$ cat src/rtl/selection_sort_engine_core_macros.svh
// ---------------------------------------------------------------------------
// Assertion macros used by the sort engine core RTL.
// ---------------------------------------------------------------------------
`ifndef SELECTION_SORT_ENGINE_CORE_MACROS_SVH
`define SELECTION_SORT_ENGINE_CORE_MACROS_SVH

// Same-cycle implication, clocked on clk and disabled during reset.
`define SSE_ASSERT_NOW(label, ante, cons) \
	label: assert property (@(posedge clk) disable iff (!arst_n) (ante) |-> (cons)) \
		else $error("sort engine assertion failed");

// Next-cycle implication, clocked on clk and disabled during reset.
`define SSE_ASSERT_NEXT(label, ante, cons) \
	label: assert property (@(posedge clk) disable iff (!arst_n) (ante) |=> (cons)) \
		else $error("sort engine assertion failed");

`endif

$ cat src/rtl/sse_pkg.sv
// ---------------------------------------------------------------------------
// sse_pkg
// Widths, sizes and shared types of the selection sort engine.
// ---------------------------------------------------------------------------
package sse_pkg;

	localparam int DEPTH = 16;
	localparam int VAL_W = 31;
	localparam int CNT_W = $clog2(DEPTH + 1);
	localparam int TMR_W = $clog2(DEPTH);

	// Empty cells hold the largest value; it sorts to the far end of the chain.
	localparam logic [VAL_W-1:0] SENTINEL = {VAL_W{1'b1}};

	typedef logic [VAL_W-1:0] val_t;

	typedef enum logic [2:0] {
		ST_LOAD   = 3'b001,
		ST_SETTLE = 3'b010,
		ST_EMIT   = 3'b100
	} state_t;

endpackage

$ cat src/rtl/sse_cell.sv
// ---------------------------------------------------------------------------
// sse_cell
// One sorting cell: keeps the smaller of its value and the incoming one and
// hands the larger to its right neighbor; shifts left while results drain.
// ---------------------------------------------------------------------------
module sse_cell
	import sse_pkg::*;
(
	input  logic clk,
	input  logic arst_n,
	input  val_t in_val,
	input  logic shift,
	input  val_t right_val,
	output val_t own_val,
	output val_t pass_val
);

	val_t own_q;
	val_t pass_q;
	logic in_less;

	assign in_less = in_val < own_q;

	always_ff @(posedge clk or negedge arst_n) begin
		if (!arst_n) begin
			own_q  <= SENTINEL;
			pass_q <= SENTINEL;
		end else if (shift) begin
			own_q  <= right_val;
			pass_q <= SENTINEL;
		end else begin
			own_q  <= in_less ? in_val : own_q;
			pass_q <= in_less ? own_q : in_val;
		end
	end

	assign own_val  = own_q;
	assign pass_val = pass_q;

endmodule

$ cat src/rtl/selection_sort_engine_core.sv
// ---------------------------------------------------------------------------
// selection_sort_engine_core
// Collects non-negative values and emits them in ascending order.
// ---------------------------------------------------------------------------
// Input requests carry one signed sample_value; they are taken while
// in_stall is low. A non-negative value joins the list, a negative value
// ends it and is dropped, and the DEPTH-th value ends the list at once.
// A negative value on an empty list is taken and has no effect.
// During loading each value enters the first cell of a row of DEPTH cells,
// and the larger of each comparison ripples one cell right per cycle.
// After the list ends, in_stall rises while that ripple settles, then one
// result per cycle leaves the first cell as the row shifts left, as long as
// out_stall lets it; last_flag marks the final result.
// Results wait in an output register; when out_stall is high the row holds
// and the held request stays unchanged. The next list may start loading
// while the final result is still waiting in that register.
// Reset fills every cell with the largest value and returns to loading.
// ---------------------------------------------------------------------------
module selection_sort_engine_core
	import sse_pkg::*;
(
	input  logic                clk,
	input  logic                arst_n,
	input  logic                in_valid,
	output logic                in_stall,
	input  logic signed [31:0]  sample_value,
	output logic                out_valid,
	input  logic                out_stall,
	output logic [VAL_W-1:0]    sorted_value,
	output logic                last_flag
);

	`include "selection_sort_engine_core_macros.svh"

	state_t           state_q;
	logic [CNT_W-1:0] count_q;
	logic [TMR_W-1:0] timer_q;
	logic             out_valid_q;
	val_t             sorted_q;
	logic             last_q;

	val_t cell_own [DEPTH];
	val_t cell_pass [DEPTH];
	val_t cell_in [DEPTH];
	val_t cell_right [DEPTH];

	logic in_accept;
	logic is_negative;
	logic emit_fire;

	assign in_stall    = (state_q != ST_LOAD);
	assign in_accept   = in_valid && !in_stall;
	assign is_negative = sample_value[31];
	assign emit_fire   = (state_q == ST_EMIT) && (!out_valid_q || !out_stall);

	// Outside of loading the first cell sees only the largest value.
	assign cell_in[0] = (in_accept && !is_negative) ? val_t'(sample_value[VAL_W-1:0]) : SENTINEL;

	genvar g;
	generate
		for (g = 0; g < DEPTH; g++) begin : g_cell
			if (g > 0) begin : g_link
				assign cell_in[g] = cell_pass[g-1];
			end
			if (g < DEPTH - 1) begin : g_right
				assign cell_right[g] = cell_own[g+1];
			end else begin : g_end
				assign cell_right[g] = SENTINEL;
			end
			sse_cell u_cell (
				.clk       (clk),
				.arst_n    (arst_n),
				.in_val    (cell_in[g]),
				.shift     (emit_fire),
				.right_val (cell_right[g]),
				.own_val   (cell_own[g]),
				.pass_val  (cell_pass[g])
			);
		end
	endgenerate

	always_ff @(posedge clk or negedge arst_n) begin
		if (!arst_n) begin
			state_q <= ST_LOAD;
			count_q <= '0;
			timer_q <= '0;
		end else begin
			unique case (state_q)
				ST_LOAD: begin
					if (in_accept) begin
						if (is_negative) begin
							if (count_q != '0) begin
								state_q <= ST_SETTLE;
								timer_q <= TMR_W'(DEPTH - 1);
							end
						end else begin
							count_q <= count_q + 1'b1;
							if (count_q == CNT_W'(DEPTH - 1)) begin
								state_q <= ST_SETTLE;
								timer_q <= TMR_W'(DEPTH - 1);
							end
						end
					end
				end
				ST_SETTLE: begin
					timer_q <= timer_q - 1'b1;
					if (timer_q == '0) begin
						state_q <= ST_EMIT;
					end
				end
				ST_EMIT: begin
					if (emit_fire) begin
						count_q <= count_q - 1'b1;
						if (count_q == CNT_W'(1)) begin
							state_q <= ST_LOAD;
						end
					end
				end
				default: begin
					state_q <= ST_LOAD;
				end
			endcase
		end
	end

	always_ff @(posedge clk or negedge arst_n) begin
		if (!arst_n) begin
			out_valid_q <= 1'b0;
		end else if (emit_fire) begin
			out_valid_q <= 1'b1;
		end else if (!out_stall) begin
			out_valid_q <= 1'b0;
		end
	end

	always_ff @(posedge clk) begin
		if (emit_fire) begin
			sorted_q <= cell_own[0];
			last_q   <= (count_q == CNT_W'(1));
		end
	end

	assign out_valid    = out_valid_q;
	assign sorted_value = sorted_q;
	assign last_flag    = last_q;

	`SSE_ASSERT_NOW(a_count_in_range, 1'b1, count_q <= CNT_W'(DEPTH))
	`SSE_ASSERT_NOW(a_settle_nonempty, state_q != ST_LOAD, count_q != '0)
	`SSE_ASSERT_NOW(a_head_sorted, state_q == ST_EMIT, cell_own[0] <= cell_own[1])
	`SSE_ASSERT_NEXT(a_last_returns, emit_fire && count_q == CNT_W'(1),
		state_q == ST_LOAD && last_flag && out_valid)

endmodule
$ cat config.mk
export PLATFORM = sky130hd
export DESIGN_NAME = selection_sort_engine_core
export DESIGN_NICKNAME = d
export VERILOG_FILES = /design/src/rtl/sse_pkg.sv /design/src/rtl/sse_cell.sv /design/src/rtl/selection_sort_engine_core.sv
export VERILOG_INCLUDE_DIRS = /design/src /design/src/rtl
export SDC_FILE = /design/constraint.sdc
export NUM_CORES = 2
export LEC_CHECK = 0
export BUFFER_PORTS_ARGS = -buffer_cell sky130_fd_sc_hd__buf_2
export CORE_MARGIN = 2
export CORE_UTILIZATION = 62
export DETAILED_ROUTE_END_ITERATION = 12
export HOLD_SLACK_MARGIN = 0.1
export MAX_ROUTING_LAYER = met4
export PLACE_DENSITY_LB_ADDON = 0.08
export SETUP_SLACK_MARGIN = 0.05
export SYNTH_ARGS = -nofsm -noshare
export SYNTH_HDL_FRONTEND = slang
export SYNTH_HIERARCHICAL = 1
export SYNTH_SLANG_ARGS = --single-unit
$ cat constraint.sdc
create_clock -name clk -period 9.6 [get_ports clk]
set_clock_uncertainty 0.2 [all_clocks]
set_input_delay 1.44 -clock clk [delete_from_list [all_inputs] [get_ports clk]]
set_output_delay 1.44 -clock clk [all_outputs]
set_load 0.02 [all_outputs]
==> results_dict.tcl <==
set metrics [dict create \
    outcome "finished clean" \
    maxCapViolCount 0 \
    cts.path.max_buffers 3 \
    fin_crit_sh_pct 52.46 \
    slew_headroom_pct 22.83 \
    clock_sinks 1006 \
    grt_use_met2_pct 49.22 \
    rows 123 \
    post_cts_buffers 0 \
    die_height_um 340.5 \
    synthToLayoutAreaGrowth_pct 5.971 \
    cp_data_arrival_time_ps 5460 \
    cts_resized 0 \
    cp.required_ps 10030 \
    r2r_end "g_cell[0].u_cell/pass_val[17]" \
    grt_first_pass_wirelength_mm 281.7 \
    startpoint "in_valid" \
    min_period_ps 5036 \
    totalWireLength_mm 169.4 \
    antenna_found_initial 0 \
    grt_util_met3_pct 2.927 \
    setup_viol 0 \
    cts-root-buf "clkbuf_16" \
    netlist_area_mm2 0.07019 \
    crit_type "in2reg" \
    avgViaCountPerCell 5.995 \
    leakage_nw 30.56 \
    nets 8072 \
    die_w_um 340.5 \
    firstDrtPassIters 6 \
    cts_hold_buf 0 \
    cp-end-kind "register" \
    worst_pin_slew_ps 1157 \
    grt_overflow 0 \
    worst_slack_ps 4564 \
    htree_levels 3 \
    vias 54850 \
    yosys_warnings 6 \
    synth_area_per_cell_um2 8.990 \
    min_path_type "reg2reg" \
    cp_max_fo 33 \
    worst_skew_pair.late_latency_ps 710 \
    grt_use_met1_pct 39.51 \
    worstSetupEndpoint "g_cell[0].u_cell/pass_val[17]" \
    place.gp.congestion 0.8639 \
    worst_path_most_repeated_cell "buf_4" \
    drive_above_1_share_pct 18.45 \
    place_ws_ps 3931 \
    hpwlAfterDp_mm 112.8 \
    final_antenna_net_count 0 \
    syn-instance-count 7808 \
    r2r-start "state_q[1]" \
    grt_max_degree 257 \
    io_pins 70 \
    initial_core_util_pct 62.48 \
    grt-busiest-layer "met2" \
    cpMaxStageDelayCell "nand3_2" \
    fill_cells 9212 \
    core_mm2 0.1123 \
    cellPowerDensity_mw_per_mm2 430.4 \
    hold_viol 0 \
    fin_area_mm2 0.07439 \
    placed_area_mm2 0.07054 \
    path_cells "buf_2 -> nand4bb_1 -> buf_4 -> or3_1 -> ha_1 -> a21o_1 -> a221o_1 -> a221oi_2 -> nand3_2 -> buf_4 -> a21oi_4 -> buf_4 -> mux2i_1" \
    slew_violations 0 \
    regToRegSetupSlack_ps 4780 \
    drt-initial-drc-count 4515 \
    route.detailed.drc 0 \
    reg2reg_depth 12 \
    clk_pin_slew_ps 60 \
    dieArea_mm2 0.1159 \
    cpPeakStageDelay_ps 560 \
    critPathLaunchType "input pin" \
    cts_buffers 115 \
    ir_drop_mv 0.3505 \
    grt_pass1_vias 54010 \
    port_buffers 69 \
    num_antenna_cells 0 \
    fmax_mhz 198.6 \
    rsz0062_at_grt "no" \
    wl_per_cell_um 18.51 \
    cts_tree "yes" \
    fin_tns_setup_ps 0 \
    track_usage_pct 29.80 \
]
## critical path, delay by kind of cell
| kind | cells | cell delay, ps |
|---|---|---|
| AOI/OAI and AO/OA | 4 | 1050 |
| adders and majority gates | 1 | 330 |
| buffers and inverters | 4 | 1250 |
| and+or+nand+nor | 3 | 1050 |
| muxes | 1 | 260 |
## metal layers
metal | wire length, um | up-vias
met5 | 0 | -
met4 | 3793 | 0
met3 | 5443 | 263
met2 | 84120 | 988
met1 | 76000 | 27080
li1 | - | 26510
## sequential cells by signal, summed over array words and instances, names as in the netlist
name                    count
timer_q                     4
g_cell.u_cell/pass_val    465
state_q                     3
sorted_value               31
count_q                     5
out_valid                   1
g_cell.u_cell/own_val     496
last_flag                   1
## placed cells by master (no fill, tap or decap), drive strengths merged, types with 18 or more instances in the layout
cell	count
a211oi	499
a21o	18
a21oi	245
buf	172
clkbuf	175
clkinv	28
conb	31
dfstp	962
edfxtp	32
ha	485
inv	999
mux2i	467
nand2	660
nand2b	512
nand3	32
nand4	65
nor2	968
o21ai	97
o2bb2ai	496
o31a	512
or3	32
## layout make-up
class | instances | area [um2] | share of cell area [%]
multi-input cells | 5258 | 37130 | 49.92
flip-flops and latches | 1006 | 26540 | 35.68
repair buffers | 172 | 1241 | 1.669
clock inverters | 39 | 420.4 | 0.5652
inverters | 998 | 3746 | 5.036
well taps | 1500 | 1877 | 2.523
clock buffers | 175 | 3428 | 4.609
## per-stage QoR
step                utilization, %  hold WS [ps]  cells  total power (W)
global route                 66.21         340.3   9148          0.03443
finish                       66.21         310.3   9148          0.03202
global placement             62.79         292.6   8934          0.02669
detailed placement           62.79         300.0   8934          0.02738
floorplan                        -         268.6   7838          0.02355
CTS                          66.21         308.4   9148          0.03205
## worst min-delay path by stage
stage / end / start / slack (ps) / cells after the start
floorplan: timer_q[0] / timer_q[0] / 270 / 1
global placement: timer_q[0] / timer_q[0] / 290 / 1
detailed placement: timer_q[0] / timer_q[0] / 300 / 1
CTS: timer_q[0] / timer_q[0] / 310 / 1
global route: g_cell[7].u_cell/pass_val[10] / g_cell[6].u_cell/pass_val[10] / 340 / 2
finish: timer_q[0] / timer_q[0] / 310 / 1
## report_power, final
| group | internal (W) | total [W] | switching (W) |
|---|---|---|---|
| Sequential | 0.00768 | 0.00995 | 0.00228 |
| Clock | 0.00268 | 0.00451 | 0.00183 |
| Combinational | 0.00738 | 0.0176 | 0.0102 |
(Power assumes the default switching activity.)
